===== src/design/alet_pkg.sv =====
`timescale 1ns / 1ps

package alet_pkg;

	localparam int VTX_W       = 5;
	localparam int EDGE_W      = 16;
	localparam int STATUS_W    = 2;
	localparam int CFG_IDX_W   = 2;
	localparam int CFG_DATA_W  = 5;
	localparam int IN_TDATA_W  = 32;
	localparam int IN_TUSER_W  = 2;
	localparam int OUT_TDATA_W = 8;

	localparam logic MODE_INSERT = 1'b0;
	localparam logic MODE_REMOVE = 1'b1;

	localparam logic [STATUS_W-1:0] ST_DONE       = 2'd0;
	localparam logic [STATUS_W-1:0] ST_BAD_VERTEX = 2'd1;
	localparam logic [STATUS_W-1:0] ST_NOT_FOUND  = 2'd2;
	localparam logic [STATUS_W-1:0] ST_ROW_FULL   = 2'd3;

	localparam logic [CFG_IDX_W-1:0] CFG_VERTEX_COUNT = 2'd0;
	localparam logic [CFG_IDX_W-1:0] CFG_DEGREE_LIMIT = 2'd1;
	localparam logic [CFG_IDX_W-1:0] CFG_WEIGHTED     = 2'd2;

	localparam logic [4:0] VERTEX_COUNT_RST = 5'd16;
	localparam logic [3:0] DEGREE_LIMIT_RST = 4'd8;

	typedef struct packed {
		logic [4:0] vertex_count;
		logic [3:0] degree_limit;
		logic       weighted;
	} cfg_t;

	typedef struct packed {
		logic bad_vertex;
		logic remove;
		logic mirror;
		logic self_loop;
	} cmd_t;

endpackage


===== src/design/alet_front.sv =====
`timescale 1ns / 1ps

module alet_front #(
	parameter int VERTICES    = 16,
	parameter int WEIGHT_BITS = 16
) (
	input  logic                             clk,
	input  logic                             arst_n,
	input  alet_pkg::cfg_t                   cfg,
	input  logic                             s_tvalid,
	output logic                             s_tready,
	input  logic                             mode,
	input  logic [alet_pkg::VTX_W-1:0]       origin_vertex,
	input  logic [alet_pkg::VTX_W-1:0]       destination_vertex,
	input  logic                             directed,
	input  logic signed [alet_pkg::EDGE_W-1:0] edge_weight,
	output logic                             q_valid,
	input  logic                             q_pop,
	output alet_pkg::cmd_t                   q_cmd,
	output logic [$clog2(VERTICES)-1:0]      q_ra,
	output logic [$clog2(VERTICES)-1:0]      q_rb,
	output logic [WEIGHT_BITS-1:0]           q_w
);
	import alet_pkg::*;

	localparam int     ROW_W  = $clog2(VERTICES);
	localparam int     QDEPTH = 2;
	localparam int     PTR_W  = $clog2(QDEPTH);
	localparam int     CNT_W  = $clog2(QDEPTH + 1);
	localparam longint W_HI   = (longint'(1) << (WEIGHT_BITS - 1)) - 1;
	localparam longint W_LO   = -W_HI - 1;

	cmd_t                   in_cmd;
	longint                 w_ext;
	longint                 w_sat;
	logic [WEIGHT_BITS-1:0] in_w;
	logic                   push;

	cmd_t                   cmd_mem_q [QDEPTH];
	logic [ROW_W-1:0]       ra_mem_q  [QDEPTH];
	logic [ROW_W-1:0]       rb_mem_q  [QDEPTH];
	logic [WEIGHT_BITS-1:0] w_mem_q   [QDEPTH];
	logic [PTR_W-1:0]       wr_ptr_q;
	logic [PTR_W-1:0]       rd_ptr_q;
	logic [CNT_W-1:0]       count_q;

	always_comb begin
		in_cmd.bad_vertex = (origin_vertex >= cfg.vertex_count)
			|| (destination_vertex >= cfg.vertex_count)
			|| (32'(origin_vertex) >= VERTICES)
			|| (32'(destination_vertex) >= VERTICES);
		in_cmd.remove    = (mode == MODE_REMOVE);
		in_cmd.mirror    = (directed == 1'b0);
		in_cmd.self_loop = (origin_vertex == destination_vertex);
		w_ext = longint'(edge_weight);
		if (w_ext > W_HI) begin
			w_sat = W_HI;
		end else if (w_ext < W_LO) begin
			w_sat = W_LO;
		end else begin
			w_sat = w_ext;
		end
		in_w = WEIGHT_BITS'(w_sat);
	end

	assign s_tready = (count_q != CNT_W'(QDEPTH));
	assign push     = s_tvalid && s_tready;
	assign q_valid  = (count_q != '0);
	assign q_cmd    = cmd_mem_q[rd_ptr_q];
	assign q_ra     = ra_mem_q[rd_ptr_q];
	assign q_rb     = rb_mem_q[rd_ptr_q];
	assign q_w      = w_mem_q[rd_ptr_q];

	always_ff @(posedge clk) begin
		if (push) begin
			cmd_mem_q[wr_ptr_q] <= in_cmd;
			ra_mem_q[wr_ptr_q]  <= ROW_W'(origin_vertex);
			rb_mem_q[wr_ptr_q]  <= ROW_W'(destination_vertex);
			w_mem_q[wr_ptr_q]   <= in_w;
		end
	end

	always_ff @(posedge clk or negedge arst_n) begin
		if (!arst_n) begin
			wr_ptr_q <= '0;
			rd_ptr_q <= '0;
			count_q  <= '0;
		end else begin
			if (push) begin
				wr_ptr_q <= wr_ptr_q + PTR_W'(1);
			end
			if (q_pop) begin
				rd_ptr_q <= rd_ptr_q + PTR_W'(1);
			end
			case ({push, q_pop})
				2'b10:   count_q <= count_q + CNT_W'(1);
				2'b01:   count_q <= count_q - CNT_W'(1);
				default: count_q <= count_q;
			endcase
		end
	end

endmodule


===== src/design/alet_back.sv =====
`timescale 1ns / 1ps

module alet_back #(
	parameter int VERTICES    = 16,
	parameter int MAX_DEGREE  = 8,
	parameter int WEIGHT_BITS = 16
) (
	input  logic                          clk,
	input  logic                          arst_n,
	input  alet_pkg::cfg_t                cfg,
	input  logic                          q_valid,
	output logic                          q_pop,
	input  alet_pkg::cmd_t                q_cmd,
	input  logic [$clog2(VERTICES)-1:0]   q_ra,
	input  logic [$clog2(VERTICES)-1:0]   q_rb,
	input  logic [WEIGHT_BITS-1:0]        q_w,
	output logic                          m_tvalid,
	input  logic                          m_tready,
	output logic [alet_pkg::STATUS_W-1:0] m_status
);
	import alet_pkg::*;

	localparam int ROW_W     = $clog2(VERTICES);
	localparam int SLOT_W    = (MAX_DEGREE > 1) ? $clog2(MAX_DEGREE) : 1;
	localparam int DEG_W     = $clog2(MAX_DEGREE + 1);
	localparam int ADDR_W    = ROW_W + SLOT_W;
	localparam int MEM_DEPTH = VERTICES * (1 << SLOT_W);

	typedef enum logic [12:0] {
		S_IDLE = 13'b0000000000001,
		S_IRA  = 13'b0000000000010,
		S_IRB  = 13'b0000000000100,
		S_ICHK = 13'b0000000001000,
		S_IWA  = 13'b0000000010000,
		S_IWB  = 13'b0000000100000,
		S_RDEG = 13'b0000001000000,
		S_RDGW = 13'b0000010000000,
		S_RRQ  = 13'b0000100000000,
		S_RCMP = 13'b0001000000000,
		S_RLRQ = 13'b0010000000000,
		S_RMOV = 13'b0100000000000,
		S_FIN  = 13'b1000000000000
	} back_state_t;

	back_state_t            state_q;
	cmd_t                   cmd_q;
	logic [ROW_W-1:0]       ra_q;
	logic [ROW_W-1:0]       rb_q;
	logic [WEIGHT_BITS-1:0] w_q;
	logic [ROW_W-1:0]       row_q;
	logic [ROW_W-1:0]       tgt_q;
	logic                   pass_q;
	logic [DEG_W-1:0]       da_q;
	logic [DEG_W-1:0]       db_q;
	logic [DEG_W-1:0]       d_q;
	logic [DEG_W-1:0]       idx_q;
	logic [SLOT_W-1:0]      hole_q;
	logic [STATUS_W-1:0]    status_q;
	logic                   out_valid_q;
	logic [STATUS_W-1:0]    out_status_q;

	logic [ROW_W-1:0]       nbr_mem [MEM_DEPTH];
	logic [WEIGHT_BITS-1:0] wt_mem  [MEM_DEPTH];
	logic [DEG_W-1:0]       deg_mem [VERTICES];
	logic [VERTICES-1:0]    deg_valid_q;
	logic                   deg_hit_q;
	logic [DEG_W-1:0]       deg_rd_q;
	logic [ROW_W-1:0]       nbr_rd_q;
	logic [WEIGHT_BITS-1:0] w_rd_q;

	logic [DEG_W-1:0]       deg_val;
	logic [DEG_W-1:0]       last_idx;
	logic [ROW_W-1:0]       row_b;
	logic [ROW_W-1:0]       deg_raddr;
	logic [ADDR_W-1:0]      mem_raddr;
	logic                   mem_we;
	logic [ADDR_W-1:0]      mem_waddr;
	logic [ROW_W-1:0]       mem_wdata;
	logic                   wt_we;
	logic [WEIGHT_BITS-1:0] wt_wdata;
	logic                   deg_we;
	logic [ROW_W-1:0]       deg_waddr;
	logic [DEG_W-1:0]       deg_wdata;
	int                     lim;
	logic                   room;
	logic                   out_free;

	assign deg_val  = deg_hit_q ? deg_rd_q : '0;
	assign last_idx = d_q - DEG_W'(1);
	assign row_b    = cmd_q.self_loop ? ra_q : rb_q;
	assign out_free = !out_valid_q || m_tready;
	assign q_pop    = (state_q == S_IDLE) && q_valid;
	assign m_tvalid = out_valid_q;
	assign m_status = out_status_q;

	always_comb begin
		lim = (int'(cfg.degree_limit) < MAX_DEGREE) ? int'(cfg.degree_limit) : MAX_DEGREE;
		if (cmd_q.mirror && cmd_q.self_loop) begin
			room = (int'(da_q) + 2) <= lim;
		end else if (cmd_q.mirror) begin
			room = (int'(da_q) < lim) && (int'(deg_val) < lim);
		end else begin
			room = int'(da_q) < lim;
		end
	end

	always_comb begin
		deg_raddr = ra_q;
		mem_raddr = {row_q, idx_q[SLOT_W-1:0]};
		mem_we    = 1'b0;
		mem_waddr = {row_q, hole_q};
		mem_wdata = nbr_rd_q;
		wt_we     = 1'b0;
		wt_wdata  = w_rd_q;
		deg_we    = 1'b0;
		deg_waddr = row_q;
		deg_wdata = last_idx;
		case (state_q)
			S_IRB: begin
				deg_raddr = rb_q;
			end
			S_RDEG: begin
				deg_raddr = row_q;
			end
			S_RLRQ: begin
				mem_raddr = {row_q, last_idx[SLOT_W-1:0]};
			end
			S_IWA: begin
				mem_we    = 1'b1;
				mem_waddr = {ra_q, da_q[SLOT_W-1:0]};
				mem_wdata = rb_q;
				wt_we     = cfg.weighted;
				wt_wdata  = w_q;
				deg_we    = 1'b1;
				deg_waddr = ra_q;
				deg_wdata = da_q + DEG_W'(1);
			end
			S_IWB: begin
				mem_we    = 1'b1;
				mem_waddr = {row_b, db_q[SLOT_W-1:0]};
				mem_wdata = ra_q;
				wt_we     = cfg.weighted;
				wt_wdata  = w_q;
				deg_we    = 1'b1;
				deg_waddr = row_b;
				deg_wdata = db_q + DEG_W'(1);
			end
			S_RMOV: begin
				mem_we = 1'b1;
				wt_we  = cfg.weighted;
				deg_we = 1'b1;
			end
			default: begin
			end
		endcase
	end

	always_ff @(posedge clk) begin
		if (mem_we) begin
			nbr_mem[mem_waddr] <= mem_wdata;
		end
		nbr_rd_q <= nbr_mem[mem_raddr];
	end

	always_ff @(posedge clk) begin
		if (wt_we) begin
			wt_mem[mem_waddr] <= wt_wdata;
		end
		w_rd_q <= wt_mem[mem_raddr];
	end

	always_ff @(posedge clk) begin
		if (deg_we) begin
			deg_mem[deg_waddr] <= deg_wdata;
		end
		deg_rd_q <= deg_mem[deg_raddr];
	end

	// rows never written read as degree zero
	always_ff @(posedge clk or negedge arst_n) begin
		if (!arst_n) begin
			deg_valid_q <= '0;
			deg_hit_q   <= 1'b0;
		end else begin
			if (deg_we) begin
				deg_valid_q[deg_waddr] <= 1'b1;
			end
			deg_hit_q <= deg_valid_q[deg_raddr];
		end
	end

	always_ff @(posedge clk) begin
		if (q_pop) begin
			cmd_q <= q_cmd;
			ra_q  <= q_ra;
			rb_q  <= q_rb;
			w_q   <= q_w;
			row_q <= q_ra;
			tgt_q <= q_rb;
		end
		case (state_q)
			S_IRB: begin
				da_q <= deg_val;
			end
			S_ICHK: begin
				db_q <= cmd_q.self_loop ? (da_q + DEG_W'(1)) : deg_val;
			end
			S_RDGW: begin
				d_q   <= deg_val;
				idx_q <= '0;
			end
			S_RCMP: begin
				hole_q <= idx_q[SLOT_W-1:0];
				idx_q  <= idx_q + DEG_W'(1);
			end
			S_RMOV: begin
				row_q <= rb_q;
				tgt_q <= ra_q;
			end
			default: begin
			end
		endcase
	end

	always_ff @(posedge clk or negedge arst_n) begin
		if (!arst_n) begin
			state_q      <= S_IDLE;
			pass_q       <= 1'b0;
			status_q     <= ST_DONE;
			out_valid_q  <= 1'b0;
			out_status_q <= ST_DONE;
		end else begin
			if ((state_q == S_FIN) && out_free) begin
				out_valid_q  <= 1'b1;
				out_status_q <= status_q;
			end else if (out_valid_q && m_tready) begin
				out_valid_q <= 1'b0;
			end
			case (state_q)
				S_IDLE: begin
					if (q_valid) begin
						pass_q <= 1'b0;
						if (q_cmd.bad_vertex) begin
							status_q <= ST_BAD_VERTEX;
							state_q  <= S_FIN;
						end else if (q_cmd.remove) begin
							state_q <= S_RDEG;
						end else begin
							state_q <= S_IRA;
						end
					end
				end
				S_IRA: state_q <= S_IRB;
				S_IRB: state_q <= S_ICHK;
				S_ICHK: begin
					if (room) begin
						state_q <= S_IWA;
					end else begin
						status_q <= ST_ROW_FULL;
						state_q  <= S_FIN;
					end
				end
				S_IWA: begin
					status_q <= ST_DONE;
					state_q  <= cmd_q.mirror ? S_IWB : S_FIN;
				end
				S_IWB: state_q <= S_FIN;
				S_RDEG: state_q <= S_RDGW;
				S_RDGW: begin
					if (deg_val == '0) begin
						status_q <= pass_q ? ST_DONE : ST_NOT_FOUND;
						state_q  <= S_FIN;
					end else begin
						state_q <= S_RRQ;
					end
				end
				S_RRQ: state_q <= S_RCMP;
				S_RCMP: begin
					if (nbr_rd_q == tgt_q) begin
						state_q <= S_RLRQ;
					end else if ((idx_q + DEG_W'(1)) == d_q) begin
						status_q <= pass_q ? ST_DONE : ST_NOT_FOUND;
						state_q  <= S_FIN;
					end else begin
						state_q <= S_RRQ;
					end
				end
				S_RLRQ: state_q <= S_RMOV;
				S_RMOV: begin
					status_q <= ST_DONE;
					if (!pass_q && cmd_q.mirror) begin
						pass_q  <= 1'b1;
						state_q <= S_RDEG;
					end else begin
						state_q <= S_FIN;
					end
				end
				S_FIN: begin
					if (out_free) begin
						state_q <= S_IDLE;
					end
				end
				default: state_q <= S_IDLE;
			endcase
		end
	end

endmodule


===== src/design/adjacency_list_edge_table_core.sv =====
`timescale 1ns / 1ps
// channel  width  fields (lowest bit first)
// s_       tdata 32  origin_vertex[4:0] destination_vertex[9:5] edge_weight[25:10]
//          tuser 2   mode[0] directed[1]
// m_       tdata 8   status[1:0]
// cfg_     wdata 5   index 0 vertex_count, 1 degree_limit, 2 weighted
//
// Items queue two deep ahead of a sequencer whose tables have one read and one write
// port each; one item at a time. A bad vertex goes straight to its status. Insert reads
// both degrees, checks room, writes the first row, then the second when mirrored. Remove
// searches a row slot by slot, moves its last entry into the hole; mirror adds row two.
// The result register lets the next item proceed while a status waits for m_tready.
// Reset is asynchronous; degree counts clear at once through per-row valid flags.

module adjacency_list_edge_table_core #(
	parameter int VERTICES    = 16,
	parameter int MAX_DEGREE  = 8,
	parameter int WEIGHT_BITS = 16
) (
	input  logic                               clk,
	input  logic                               arst_n,
	input  logic                               s_tvalid,
	output logic                               s_tready,
	input  logic [alet_pkg::IN_TDATA_W-1:0]    s_tdata,  // origin, destination, edge_weight
	input  logic [alet_pkg::IN_TUSER_W-1:0]    s_tuser,  // mode, directed
	output logic                               m_tvalid,
	input  logic                               m_tready,
	output logic [alet_pkg::OUT_TDATA_W-1:0]   m_tdata,  // status
	input  logic                               cfg_wen,
	input  logic [alet_pkg::CFG_IDX_W-1:0]     cfg_addr,
	input  logic [alet_pkg::CFG_DATA_W-1:0]    cfg_wdata
);
	import alet_pkg::*;

	localparam int ROW_W = $clog2(VERTICES);

	cfg_t                   cfg_q;
	logic                   q_valid;
	logic                   q_pop;
	cmd_t                   q_cmd;
	logic [ROW_W-1:0]       q_ra;
	logic [ROW_W-1:0]       q_rb;
	logic [WEIGHT_BITS-1:0] q_w;
	logic [STATUS_W-1:0]    status;

	always_ff @(posedge clk or negedge arst_n) begin
		if (!arst_n) begin
			cfg_q.vertex_count <= VERTEX_COUNT_RST;
			cfg_q.degree_limit <= DEGREE_LIMIT_RST;
			cfg_q.weighted     <= 1'b0;
		end else if (cfg_wen) begin
			case (cfg_addr)
				CFG_VERTEX_COUNT: cfg_q.vertex_count <= cfg_wdata;
				CFG_DEGREE_LIMIT: cfg_q.degree_limit <= cfg_wdata[3:0];
				CFG_WEIGHTED:     cfg_q.weighted     <= cfg_wdata[0];
				default: begin
				end
			endcase
		end
	end

	alet_front #(
		.VERTICES    (VERTICES),
		.WEIGHT_BITS (WEIGHT_BITS)
	) u_front (
		.clk                (clk),
		.arst_n             (arst_n),
		.cfg                (cfg_q),
		.s_tvalid           (s_tvalid),
		.s_tready           (s_tready),
		.mode               (s_tuser[0]),
		.origin_vertex      (s_tdata[4:0]),
		.destination_vertex (s_tdata[9:5]),
		.directed           (s_tuser[1]),
		.edge_weight        (s_tdata[25:10]),
		.q_valid            (q_valid),
		.q_pop              (q_pop),
		.q_cmd              (q_cmd),
		.q_ra               (q_ra),
		.q_rb               (q_rb),
		.q_w                (q_w)
	);

	alet_back #(
		.VERTICES    (VERTICES),
		.MAX_DEGREE  (MAX_DEGREE),
		.WEIGHT_BITS (WEIGHT_BITS)
	) u_back (
		.clk      (clk),
		.arst_n   (arst_n),
		.cfg      (cfg_q),
		.q_valid  (q_valid),
		.q_pop    (q_pop),
		.q_cmd    (q_cmd),
		.q_ra     (q_ra),
		.q_rb     (q_rb),
		.q_w      (q_w),
		.m_tvalid (m_tvalid),
		.m_tready (m_tready),
		.m_status (status)
	);

	assign m_tdata = OUT_TDATA_W'(status);

endmodule


===== config.mk =====
export PLATFORM = sky130hd
export DESIGN_NAME = adjacency_list_edge_table_core
export DESIGN_NICKNAME = d
export VERILOG_FILES = /design/src/design/alet_pkg.sv /design/src/design/alet_front.sv /design/src/design/alet_back.sv /design/src/design/adjacency_list_edge_table_core.sv
export SDC_FILE = /design/constraint.sdc
export NUM_CORES = 1
export LEC_CHECK = 0
export BUFFER_PORTS_ARGS = -buffer_cell sky130_fd_sc_hd__buf_2
export CORE_MARGIN = 3
export CORE_UTILIZATION = 30
export DETAILED_ROUTE_END_ITERATION = 16
export PLACE_DENSITY = 0.45
export REMOVE_ABC_BUFFERS = 1
export SLEW_MARGIN = 10
export SYNTH_ARGS = -nofsm -noshare
export SYNTH_HDL_FRONTEND = slang
export SYNTH_SLANG_ARGS = --single-unit

===== constraint.sdc =====
create_clock -name clk -period 5.3 [get_ports clk]
set_input_delay 0.53 -clock clk [delete_from_list [all_inputs] [get_ports clk]]
set_output_delay 0.53 -clock clk [all_outputs]
set_load 0.01 [all_outputs]

Yosys cells after proc, flatten, opt, wreduce, memory -nomap -nowiden
Memory sizes are Yosys's and may differ from the RTL's. A register that Yosys moved wholly into a read port is not among the register bits.
Index checks and enable logic that the tools add are counted.

storage, ports and cells
  register bits after elaboration = 86
  latch bits = 0
  RAM bits = 600
  bits in read-only memories = 0
  input port bits = 46
  output and inout bits = 10
  memories kept = 5

memory list
  name               words  bits a word  read ports  clocked after memory_dff  wr ports  RTL line          text
  u_back.nbr_mem     128    4            1           1                         1         alet_back.sv:62   logic [ROW_W-1:0] nbr_mem [MEM_DEPTH];
  u_back.deg_mem     16     4            1           1                         1         alet_back.sv:64   logic [DEG_W-1:0] deg_mem [VERTICES];
  u_front.cmd_mem_q  2      4            1           0                         1         alet_front.sv:39  cmd_t cmd_mem_q [QDEPTH];
  u_front.ra_mem_q   2      4            1           0                         1         alet_front.sv:40  logic [ROW_W-1:0] ra_mem_q [QDEPTH];
  u_front.rb_mem_q   2      4            1           0                         1         alet_front.sv:41  logic [ROW_W-1:0] rb_mem_q [QDEPTH];

cells by class
  add/subtract/negate cells = 9
  $mul = 0
  div/mod/pow operators = 0
  magnitude comparators = 11
  equality and inequality tests = 28
  shift-type cells = 0
  muxes and demuxes = 51
  bitwise logic cells = 2
  reduce and logical (&&, ||, !) cells = 30

operator list
  kind                                                    number
  case mux 13 bit (13 select lines)                       1
  2-to-1 mux 13 bit                                       9
  less-than comparator 5 x 32 -> 1 bit                    2
  case mux 4 bit (2 select lines)                         5
  <= comparator 32 bit                                    1
  2-to-1 mux 4 bit                                        8
  OR 16 bit                                               1
  2-to-1 mux 2 bit                                        7
  case mux 7 bit (2 select lines)                         1
  equality test 13 x 1 -> 1 bit (second input constant)   1
  equality test 13 x 10 -> 1 bit (second input constant)  1
  equality test 13 x 11 -> 1 bit (second input constant)  1
  equality test 13 x 12 -> 1 bit (second input constant)  1
  equality test 13 bit (second input constant)            1
  equality test 13 x 2 -> 1 bit (second input constant)   1
  equality test 13 x 3 -> 1 bit (second input constant)   1
  equality test 13 x 4 -> 1 bit (second input constant)   1
  equality test 13 x 5 -> 1 bit (second input constant)   1
  equality test 13 x 6 -> 1 bit (second input constant)   1
  equality test 13 x 7 -> 1 bit (second input constant)   1
  equality test 13 x 8 -> 1 bit (second input constant)   1
  equality test 13 x 9 -> 1 bit (second input constant)   1
  2-to-1 mux 1 bit                                        13
  adder 4 x 1 -> 4 bit (second input constant)            3
  36 further kinds                                        67

Depth between registers and ports, before layout
Gate-level depths: netlist (run 1).

  depth in word-level cells = 8
  depth in mapped cells = 15

By module
Synthesis (run 1) repeated with hierarchy kept, for this count alone.

second synthesis, totals
  cells, all modules = 2,284
  area, all modules = 30,365.4 um^2

modules (own cells, without submodules)
  module                          instances  cells an instance  area each (um^2)  seq. area each (um^2)
  alet_back                       1          2,102              27,336.2          19,469.9
  alet_front                      1          152                2,581.2           1,781.7
  adjacency_list_edge_table_core  1          30                 447.9             252.7

Worst setup path after synthesis (run 1)
OpenSTA, ideal clock, no wires.

  kind = register -> register
  start point = register u_back.state_q[9]
  end point = memory u_back.nbr_mem[0][0] (netlist name) (data pin)
  setup time = 511 ps
  arrival time = 3,545 ps
  required time = 4,789 ps
  setup slack = 1,244 ps
  stages on the path, launching flop included = 8
  path buffers = 2
  period minus slack after synthesis = 4,056 ps
  cell sequence = dfrtp_1 -> or4_1 -> clkbuf_1 -> nor3_1 -> and3_1 -> buf_1 -> a22oi_1 -> nand2_1

on the way
  longest elaborated chain between the ends = 2
  elaborated cells between the ends (all ways) = 3

ends and longest elaborated chain
  item                                                                                   RTL line          text
  from (decl)                                                                            alet_back.sv:45   back_state_t state_q;
  from (signal assigned)                                                                 alet_back.sv:265  state_q <= cmd_q.mirror ? S_IWB : S_FIN;
  equality test 13 x 6 -> 1 bit / equality test 13 x 5 -> 1 bit (equally long branches)  alet_back.sv:118  case (state_q)
  case mux 4 bit (2 select lines) *                                                      alet_back.sv:118
  net u_back.mem_wdata[0]                                                                alet_back.sv:78   logic [ROW_W-1:0] mem_wdata;
  to (decl)                                                                              alet_back.sv:62

Mark *: on every way through the listed nets, which the timed path passes. The rest lies on a longest branch.

Final worst setup path (run 1)
  start point = register u_back.state_q[1]
  end point = register u_back.nbr_rd_q[2], read port of u_back.nbr_mem

on the way
  longest elaborated chain between the ends = 2

ends and longest elaborated chain
  item                            RTL line          text
  equality test 13 x 11 -> 1 bit  alet_back.sv:118
  2-to-1 mux 3 bit                alet_back.sv:118
  to (decl)                       alet_back.sv:68   logic [ROW_W-1:0] nbr_rd_q;

No other way between the ends.
A chain may end at the register's enable or synchronous reset.

==> flow_summary_export.csv, run 1 <==
group,metric,value,unit
die,io_pins,56,
clocking,post_cts_buffers,0,
clocking,cts.sinks,694,
die,die-height,316,µm
die,row_count,113,
route,ant_nets,0,
clocking,cts-buffers-inserted,77,
route,route.detailed.drc,0,
timing,finalCriticalPeriod,4510,ps
power_and_ir_drop,p_leak,11.4,nW
die,chipWidth,316,µm
route,drt_pass1_iterations,5,
route,drt_iter0_markers,1340,
yosys,yosysMostFrequentCell,"edfxtp_1",
die,coreArea,0.0953,mm²
yosys,syn_area,0.0289,mm²
global_route,grt_pass1_vias,18300,
timing,rsz0062_at_grt,"false",
power_and_ir_drop,vdd_drop_max,0.606,mV
clocking,postCtsHoldBufs,0,
yosys,synth.area.top_cells,"edfxtp_1 (66%), nand2_1 (5.9%), dfrtp_1 (4.0%)",
yosys,ys_types,73,
yosys,yosys.area.top_type,"edfxtp_1",
worst_setup_path,r2r_cells,10,
global_route,groute.usage.overall,15.6,%
placement,portBuffers,27,
yosys,synth-edff-count,637,
worst_setup_path,worstPathRequired,5810,ps
yosys,synthCells,2229,
timing,skew,25.9,ps
yosys,yosys.area_share.simple,12.6,%
clocking,htree_levels,3,
timing,drv_slew,0,
die,dieArea,0.100,mm²
yosys,synth_fa_ha_area_share,1.08,%
yosys,syn_avg_cell_area,13.0,µm²
placement,hpwl,48100,µm
placement,dp_slack,748,ps
route,via_per_inst,4.97,
worst_setup_path,critPathLaunchType,"flip-flop",
yosys,synth_flop_cell,"edfxtp_1",
yosys,synth_compound_area_share,8.00,%
yosys,synth_top_family_by_area,"simple AND/OR/NAND/NOR gates",
yosys,synth_mux_area_share,4.03,%
final_layout,area_delta_synth_final,15.2,%
die,start_util,30.3,%
run,maxCapViolCount,0,
global_route,grt_pass1_wl,116000,µm
worst_setup_path,end_kind,"flip-flop",
worst_setup_path,r2r_setup_slack,790,ps
outcome,outcome,"completed",
power_and_ir_drop,total_power,15.1,mW
worst_setup_path,path_class,"reg -> reg",
clocking,cts_tree,"yes",
worst_setup_path,reg2reg_from,"u_back.state_q[1]",
timing,relSlewSlack,30.7,%
timing,finalSetupTns,0,ps
yosys,ys_top_cells_by_count,"edfxtp_1 (637), nand2_1 (457), a21oi_1 (207)",
clocking,cts-resized-gates,0,
timing,max_freq,222,MHz
placement,finalWeightedCongestion,0.799,
worst_setup_path,r2r-end,"u_back.nbr_rd_q[2]",
clocking,clk_pin_slew_worst_paths,60,ps
worst_setup_path,crit_arrival,5020,ps
yosys,synth_top_area_share,66.2,%
global_route,overflow,0,
timing,fin_ws,789,ps
timing,hold_viol,0,
global_route,grt_max_degree,129,
final_layout,drive_above_1_share,11.0,%
route,wl,78300,µm
yosys,synth_async_sr_flop_share,7.06,%
yosys,synth_xor_area_share,0.849,%
route,via_count,17900,
yosys,yosysSeqAreaShare,71.0,%
clocking,cts_root_buf,"clkbuf_16",
power_and_ir_drop,p_per_area,454,mW/mm²
timing,setup_viol,0,
clocking,cts_buffer_depth,3,
final_layout,final_core_util,34.9,%
clocking,clock_latency,620,ps
worst_hold_path,hold_path.class,"in -> async",
final_layout,nets,2354,
timing,timing.final.crit_share,85.1,%
route,routedWlPerCell,21.7,µm
global_route,antenna_found_initial,0,
timing,tightest_slew,1010,ps
worst_setup_path,critPathMaxFanout,17,
yosys,ys_ff_latch,694,
yosys,yosysWarnings,0,
final_layout,antennaDiodeCount,0,
routing by layer:
metal  wire length, µm  global-route usage (%)  part of all wire [%]  vias up
li1                  -                       -                     -     8343
met1             35700                    21.3                    46     9060
met2             37000                    25.9                    47      433
met3              3720                    2.69                   4.8      109
met4              1930                    4.30                   2.5        0
met5                 0                       0                     0        -
power by group:
group	internal [mW]	switching (mW)	leakage, nW
clock	3.24	2.16	1.24
sequential	6.88	0.273	6.41
combinational	0.665	1.90	3.72
placed cells by master (no fill, tap or decap), types with 12 or more instances in the layout:
cell type / count
a2111oi_0: 13
a21oi_1: 206
a22oi_1: 12
and3_1: 14
buf_2: 27
buf_4: 56
clkbuf_16: 77
clkinv_1: 20
dfrtp_1: 46
edfxtp_1: 637
ha_1: 25
inv_1: 38
mux2_2: 27
mux2i_1: 79
nand2_1: 451
nand2b_1: 26
nand3_1: 44
nor2_1: 168
nor3_1: 18
nor4_1: 38
o21ai_0: 40
o22ai_1: 26
xnor2_1: 19
kinds of logic after synthesis:
logic type               count (synthesis)
flip-flops                             694
AO/OA/AOI/OAI                          381
adder cells (fa/ha/maj)                 25
XOR/XNOR                                28
multiplexers                           112
other                                    1
AND/OR/NAND/NOR                        832
buffers and inverters                  156
final cells by class:
cell class	count	area, µm²
sequential	694	20500
clock inverter	54	577
inverter	39	146
multi-input combinational	1384	7830
tap	1265	1580
fill	9319	62000
timing repair buffer	87	636
clock buffer	88	1990
registers in the layout, indices dropped and copies added, names as in the netlist, 3 cells and up:
register,count
u_back.hole_q,3
u_front.ra_mem_q,8
cfg_q,9
u_front.cmd_mem_q,8
u_back.ra_q,4
u_back.d_q,4
u_back.deg_valid_q,16
u_back.idx_q,4
u_front.rb_mem_q,8
u_back.state_q,13
u_back.deg_rd_q,4
u_back.row_q,4
u_back.tgt_q,4
u_back.deg_mem,64
u_back.nbr_mem,512
u_back.db_q,4
u_back.da_q,4
u_back.nbr_rd_q,4
u_back.rb_q,4
through the flow:
step	hold WS [ps]	instances	area, µm²
2_1_floorplan	234	2117	28400
3_3_place_gp	449	3469	30700
3_5_place_dp	453	3469	30700
4_1_cts	37.2	3611	33300
5_1_grt	68.3	3611	33300
6_report	52.0	3611	33300
worst max-delay path by stage:
stage,slack (ps),cells after the start,endpoint,start
after floorplan,-4070,8,u_back.nbr_rd_q[0],u_back.state_q[1]
after global placement,730,12,u_back.nbr_rd_q[2],u_back.state_q[1]
after detailed placement,750,11,u_back.nbr_rd_q[2],u_back.state_q[1]
after CTS,770,11,u_back.nbr_rd_q[2],u_back.state_q[1]
after global routing,490,10,u_back.nbr_rd_q[2],u_back.state_q[1]
final,790,10,u_back.nbr_rd_q[2],u_back.state_q[1]
critical path: stages (launching register included):
cell       delay, ps
dfrtp_1          410
or4_1            730
nor4_4           460
buf_4            280
mux2_4           470
nand2_2          410
a21oi_1           90
a2111oi_0        900
o21ai_0          240
a311oi_1         330
nor2_1            80
Power figures use the tool's default switching activity.
==> inputs of run 2 (changes only) <==
--- a/config.mk
+++ b/config.mk
@@ -6,7 +6,6 @@
 export NUM_CORES = 1
 export LEC_CHECK = 0
 export BUFFER_PORTS_ARGS = -buffer_cell sky130_fd_sc_hd__buf_2
-export CORE_MARGIN = 3
 export CORE_UTILIZATION = 30
 export DETAILED_ROUTE_END_ITERATION = 16
 export PLACE_DENSITY = 0.45
==> run 2 against run 1 <==
  * Critical path depth rose by 1
  * Sequential share of layout area is 0.38 points higher
  * Final cell count decreased by 0.53%
  * Non-clock buffer count is 14 lower
  * Via count shrank 1.4%
  * Sequential power about the same
  * Clock skew fell by 11 ps
  * Clock power fell by 4%
  * Maximum frequency fell by 1.1%
  * Largest cell class unchanged
  * Largest power group unchanged
==> flow_summary_export.csv, run 2 (synthesized netlist as in run 1, its figures left out) <==
group,metric,value,unit
timing,rsz0062_at_grt,"false",
clocking,cts-resized-gates,0,
clocking,htree_levels,3,
die,coreArea,0.0952,mm²
global_route,antenna_found_initial,0,
die,row_count,113,
die,start_util,30.4,%
worst_setup_path,worstPathRequired,5750,ps
worst_setup_path,crit_family,"simple AND/OR/NAND/NOR gates",
run,maxCapViolCount,0,
worst_setup_path,crit_path_cell_trace,"or4_1 -> nor4_4 -> buf_4 -> mux2i_4 -> buf_12 -> buf_4 -> a21oi_1 -> a211oi_1 -> or4_1 -> o211ai_1 -> nor4_1",
placement,dp_slack,788,ps
clocking,cts-buffers-inserted,75,
die,die-height,312,µm
global_route,groute.usage.overall,15.9,%
placement,portBuffers,27,
route,ant_nets,0,
timing,holdWs,43.5,ps
global_route,overflow,0,
timing,hold_viol,0,
route,wl,77700,µm
final_layout,antennaDiodeCount,0,
clocking,clock_latency,620,ps
worst_setup_path,crit_slowest_cell,"or4_1",
timing,tightest_slew,1070,ps
worst_setup_path,end_kind,"flip-flop",
power_and_ir_drop,p_per_area,451,mW/mm²
timing,skew,15.1,ps
route,via_per_inst,4.93,
worst_setup_path,critPathLaunchType,"flip-flop",
die,dieArea,0.0975,mm²
worst_setup_path,max_stage_delay,720,ps
worst_setup_path,r2r_setup_slack,740,ps
worst_hold_path,hold_path.class,"in -> async",
power_and_ir_drop,p_leak,11.3,nW
worst_setup_path,critPathMaxFanout,57,
route,drt_pass1_iterations,5,
route,routedWlPerCell,21.6,µm
clocking,post_cts_buffers,0,
timing,setup_viol,0,
timing,finalCriticalPeriod,4560,ps
placement,place_area,0.0306,mm²
worst_setup_path,r2r-end,"u_back.nbr_rd_q[3]",
die,chipWidth,312,µm
power_and_ir_drop,total_power,14.9,mW
clocking,cts_root_buf,"clkbuf_16",
clocking,postCtsHoldBufs,0,
final_layout,final_common_cell,"edfxtp_1",
route,drt_iter0_markers,1401,
final_layout,area_delta_synth_final,14.5,%
final_layout,design_area,0.0331,mm²
worst_setup_path,path_class,"reg -> reg",
placement,finalWeightedCongestion,0.818,
route,route.detailed.drc,0,
outcome,outcome,"completed",
clocking,cts_buffer_depth,3,
placement,hpwl,47600,µm
clocking,cts_tree,"yes",
final_layout,fill_cells,9221,
timing,drv_slew,0,
final_layout,nets,2338,
clocking,cts.sinks,694,
final_layout,top_regs,"u_back.nbr_mem (512), u_back.deg_mem (64), u_back.deg_valid_q (16)",
power_and_ir_drop,vdd_drop_max,0.386,mV
worst_setup_path,crit_buf_inv,3,
final_layout,drive_above_1_share,10.1,%
final_layout,largest_reg_flops,512,
timing,fin_ws,740,ps
timing,relSlewSlack,28.4,%
final_layout,final_cell_mix,"edfxtp_1 (637), nand2_1 (450), a21oi_1 (206), nor2_1 (168), clkbuf_16 (80)",
global_route,grt_pass1_wl,115000,µm
die,io_pins,56,
final_layout,largest_register,"u_back.nbr_mem",
worst_setup_path,r2r_cells,11,
timing,max_freq,219,MHz
timing,timing.final.crit_share,86.0,%
clocking,clk_pin_slew_worst_paths,60,ps
worst_setup_path,crit_arrival,5010,ps
route,via_count,17700,
global_route,grt_max_degree,129,
worst_setup_path,reg2reg_from,"u_back.state_q[1]",
global_route,grt_pass1_vias,17900,
run 2: cell types whose count changed in the layout (fill, tap and decap cells not counted), moves of 3 or more:
cell | before | now
buf_4 | 56 | 40
bufinv_16 | 11 | 7
clkbuf_1 | 9 | 22
clkbuf_16 | 77 | 80
clkinv_1 | 20 | 12
clkinvlp_4 | 6 | 1
run 2: power by group:
part	switching (mW)	internal (mW)
Clock	2.10	3.11
Sequential	0.262	6.88
Combinational	1.91	0.649
run 2: worst max-delay path by stage:
stage / start / end / slack, ps / depth (start not counted)
floorplan: u_back.state_q[1] / u_back.nbr_rd_q[0] / -4070 / 8
global placement: u_back.state_q[1] / u_back.nbr_rd_q[2] / 810 / 12
detailed placement: u_back.state_q[1] / u_back.nbr_rd_q[2] / 790 / 12
CTS: u_back.state_q[1] / u_back.nbr_rd_q[2] / 770 / 12
global route: u_back.state_q[9] / u_back.nbr_mem[103][2] / 530 / 8
finish: u_back.state_q[1] / u_back.nbr_rd_q[3] / 740 / 11
run 2: layout make-up:
type	instances	area, µm²	share of cell area (%)
timing repair buffer	73	556	1.68
multi-input combinational	1384	7830	23.7
clock buffer	103	2100	6.34
clock inverter	34	340	1.03
sequential	694	20500	62.0
inverter	39	146	0.443
tap	1265	1580	4.79
run 2: per-layer routing:
layer	up-vias	part of all wire (%)	GRT usage [%]
met1	8841	45	22.0
li1	8297	-	-
met5	-	0	0
met3	109	5.0	2.57
met4	0	2.0	3.90
met2	451	47	25.9
run 2: through the flow:
step           utilization, %  cells  setup TNS [ps]
2_1_floorplan               -   2117          -16090
3_3_place_gp             32.2   3455               0
3_5_place_dp             32.2   3455               0
4_1_cts                  34.8   3592               0
5_1_grt                  34.8   3592               0
6_report                 34.8   3592               0
==> inputs of run 3 (changes only) <==
--- a/config.mk
+++ b/config.mk
@@ -6,11 +6,12 @@
 export NUM_CORES = 1
 export LEC_CHECK = 0
 export BUFFER_PORTS_ARGS = -buffer_cell sky130_fd_sc_hd__buf_2
-export CORE_UTILIZATION = 30
+export CORE_UTILIZATION = 48
 export DETAILED_ROUTE_END_ITERATION = 16
-export PLACE_DENSITY = 0.45
+export PLACE_DENSITY = 0.65
 export REMOVE_ABC_BUFFERS = 1
 export SLEW_MARGIN = 10
 export SYNTH_ARGS = -nofsm -noshare
 export SYNTH_HDL_FRONTEND = slang
+export SYNTH_HIERARCHICAL = 1
 export SYNTH_SLANG_ARGS = --single-unit
==> run 3 against run 2 <==
  * Combinational power hardly changed
  * Cell area decreased by 1.8%
  * Clock power decreased by 7.1%
  * Highest routed layer is now met5
  * Worst setup slack better by 50 ps
  * Routed wire length decreased by 9.1%
==> flow_summary_export.csv, run 3 <==
group,metric,value,unit
outcome,outcome,"completed",
final_layout,design_area,0.0325,mm²
clocking,cts_buffer_depth,3,
worst_setup_path,path_class,"reg -> reg",
global_route,use_met1,31.8,%
route,route.detailed.drc,0,
final_layout,largest_reg_flops,512,
clocking,post_cts_buffers,0,
clocking,cts-buffers-inserted,72,
global_route,overflow,0,
die,io_pins,56,
timing,hold_viol,0,
worst_setup_path,worstPathRequired,5550,ps
global_route,grt_pass1_wl,108000,µm
final_layout,antennaDiodeCount,0,
final_layout,top_regs,"u_back/nbr_mem (512), u_back/deg_mem (64), u_back/deg_valid_q (16)",
timing,finalCriticalPeriod,4510,ps
final_layout,multi_input_area,0.00803,mm²
route,ant_nets,0,
placement,hpwl,43600,µm
timing,skew,18.8,ps
global_route,grt_max_degree,129,
timing,tightest_slew,1190,ps
worst_setup_path,crit_arrival,4760,ps
final_layout,ff_latch_area,0.0205,mm²
timing,timing.final.crit_share,85.1,%
die,coreArea,0.0595,mm²
worst_hold_path,hold_path.class,"in -> async",
worst_setup_path,end_kind,"flip-flop",
power_and_ir_drop,pwr-share-comb,17.7,%
timing,relSlewSlack,20.6,%
timing,holdWs,55.6,ps
placement,dp_slack,950,ps
clocking,clock_latency,600,ps
timing,fin_ws,791,ps
route,via_count,18100,
clocking,cts.sinks,694,
route,drt_iter0_markers,2086,
route,drt_pass1_iterations,5,
final_layout,final_core_util,54.6,%
global_route,groute.usage.overall,23.5,%
clocking,cts_root_buf,"clkbuf_16",
route,via_per_inst,5.89,
timing,rsz0062_at_grt,"false",
final_layout,area_delta_synth_final,11.7,%
global_route,grtUsageMet2,38.7,%
final_layout,largest_register,"u_back/nbr_mem",
final_layout,nets,2322,
placement,finalWeightedCongestion,0.896,
final_layout,final_common_cell,"edfxtp_1",
yosys,syn_avg_cell_area,13.1,µm²
placement,placed_cells,2951,
clocking,cts-resized-gates,0,
clocking,postCtsHoldBufs,0,
clocking,htree_levels,3,
final_layout,stdcell_count,3073,
die,dieArea,0.0616,mm²
final_layout,drive_above_1_share,10.4,%
yosys,synthCells,2217,
die,row_count,89,
power_and_ir_drop,p_leak,11.6,nW
final_layout,fill_cells,4893,
run,maxCapViolCount,0,
yosys,yosysWarnings,6,
yosys,syn_area,0.0291,mm²
power_and_ir_drop,vdd_drop_max,0.301,mV
placement,portBuffers,27,
clocking,clk_pin_slew_worst_paths,60,ps
die,start_util,48.9,%
final_layout,final_cell_mix,"edfxtp_1 (637), nand2_1 (434), nor2_1 (174), nand3_1 (143), mux2i_1 (107)",
global_route,grt_pass1_vias,18100,
power_and_ir_drop,swShare,27.8,%
power_and_ir_drop,seqPwrFrac,49.0,%
worst_setup_path,critPathMaxFanout,14,
global_route,use_met3,4.00,%
route,wl,70600,µm
die,die-height,248,µm
placement,place_area,0.0303,mm²
timing,drv_slew,0,
worst_setup_path,critPathLaunchType,"flip-flop",
power_and_ir_drop,p_per_area,447,mW/mm²
die,chipWidth,248,µm
global_route,top_usage_layer,"met2",
timing,setup_viol,0,
global_route,antenna_found_initial,2,
timing,max_freq,222,MHz
power_and_ir_drop,power.share.clock,33.3,%
clocking,cts_tree,"yes",
power_and_ir_drop,power_switching,4.03,mW
route,routedWlPerCell,23.0,µm
power_and_ir_drop,p_int,10.5,mW
-- run 3: cell count changes in the layout (fill, tap and decap cells not counted), moves of 21 or more --
cell,before,now
a21oi_1,206,46
nand4_1,6,39
nor4_1,38,11
mux2i_1,79,107
o21ai_0,40,19
nand3_1,44,143
-- run 3: cell type report --
cell class,instances,area share (%)
flip-flops and latches,694,63.1
well taps,773,2.98
inverters,42,0.485
repair buffers,72,1.80
clock buffers,92,5.96
clock inverters,30,0.920
multi-input cells,1370,24.7
-- run 3: metrics by stage --
step | setup TNS, ps | power, mW
floorplan | -14040 | 8.71
global placement | 0 | 9.72
detailed placement | 0 | 9.77
CTS | 0 | 14.6
global route | 0 | 15.0
finish | 0 | 14.5
-- run 3: path summary, 6_finish.rpt --
kind / from / to / slack [ps] / cells after the start
max reg2reg: u_back/state_q[1] / u_back/nbr_mem[64][3] / 790 / 8
min reg2reg: u_back/deg_valid_q[2] / u_back/deg_valid_q[2] / 470 / 1
max in group asynchronous: arst_n / cfg_q[6] / 4800 / 2
min: arst_n / u_back/deg_valid_q[4] / 60 / 2
min in group clk: s_tuser[0] / u_front/cmd_mem_q[1][2] / 140 / 1
max: u_back/state_q[1] / u_back/nbr_mem[64][3] / 790 / 8
-- run 3: critical path, stage by stage, from the launching register on --
cell	delay (ps)
dfrtp_1	430
or3_1	420
nor3_2	400
and3_1	480
nor2_1	300
a222oi_1	660
nor3b_2	380
nand3_1	540
nor2_1	550
-- run 3: power groups by stage --
stage	logic, mW	clock network, mW	registers, mW
after floorplan	1.51	0	7.21
after global placement	2.50	0	7.21
after detailed placement	2.54	0	7.22
after CTS	2.56	4.92	7.11
after global routing	2.77	5.11	7.13
final	2.57	4.84	7.12
-- run 3: routing by layer --
metal  up-vias  wire [µm]
met5         -         13
li1       8254          -
met3       131       5200
met2       711      34000
met1      8999      29300
met4         2       2060
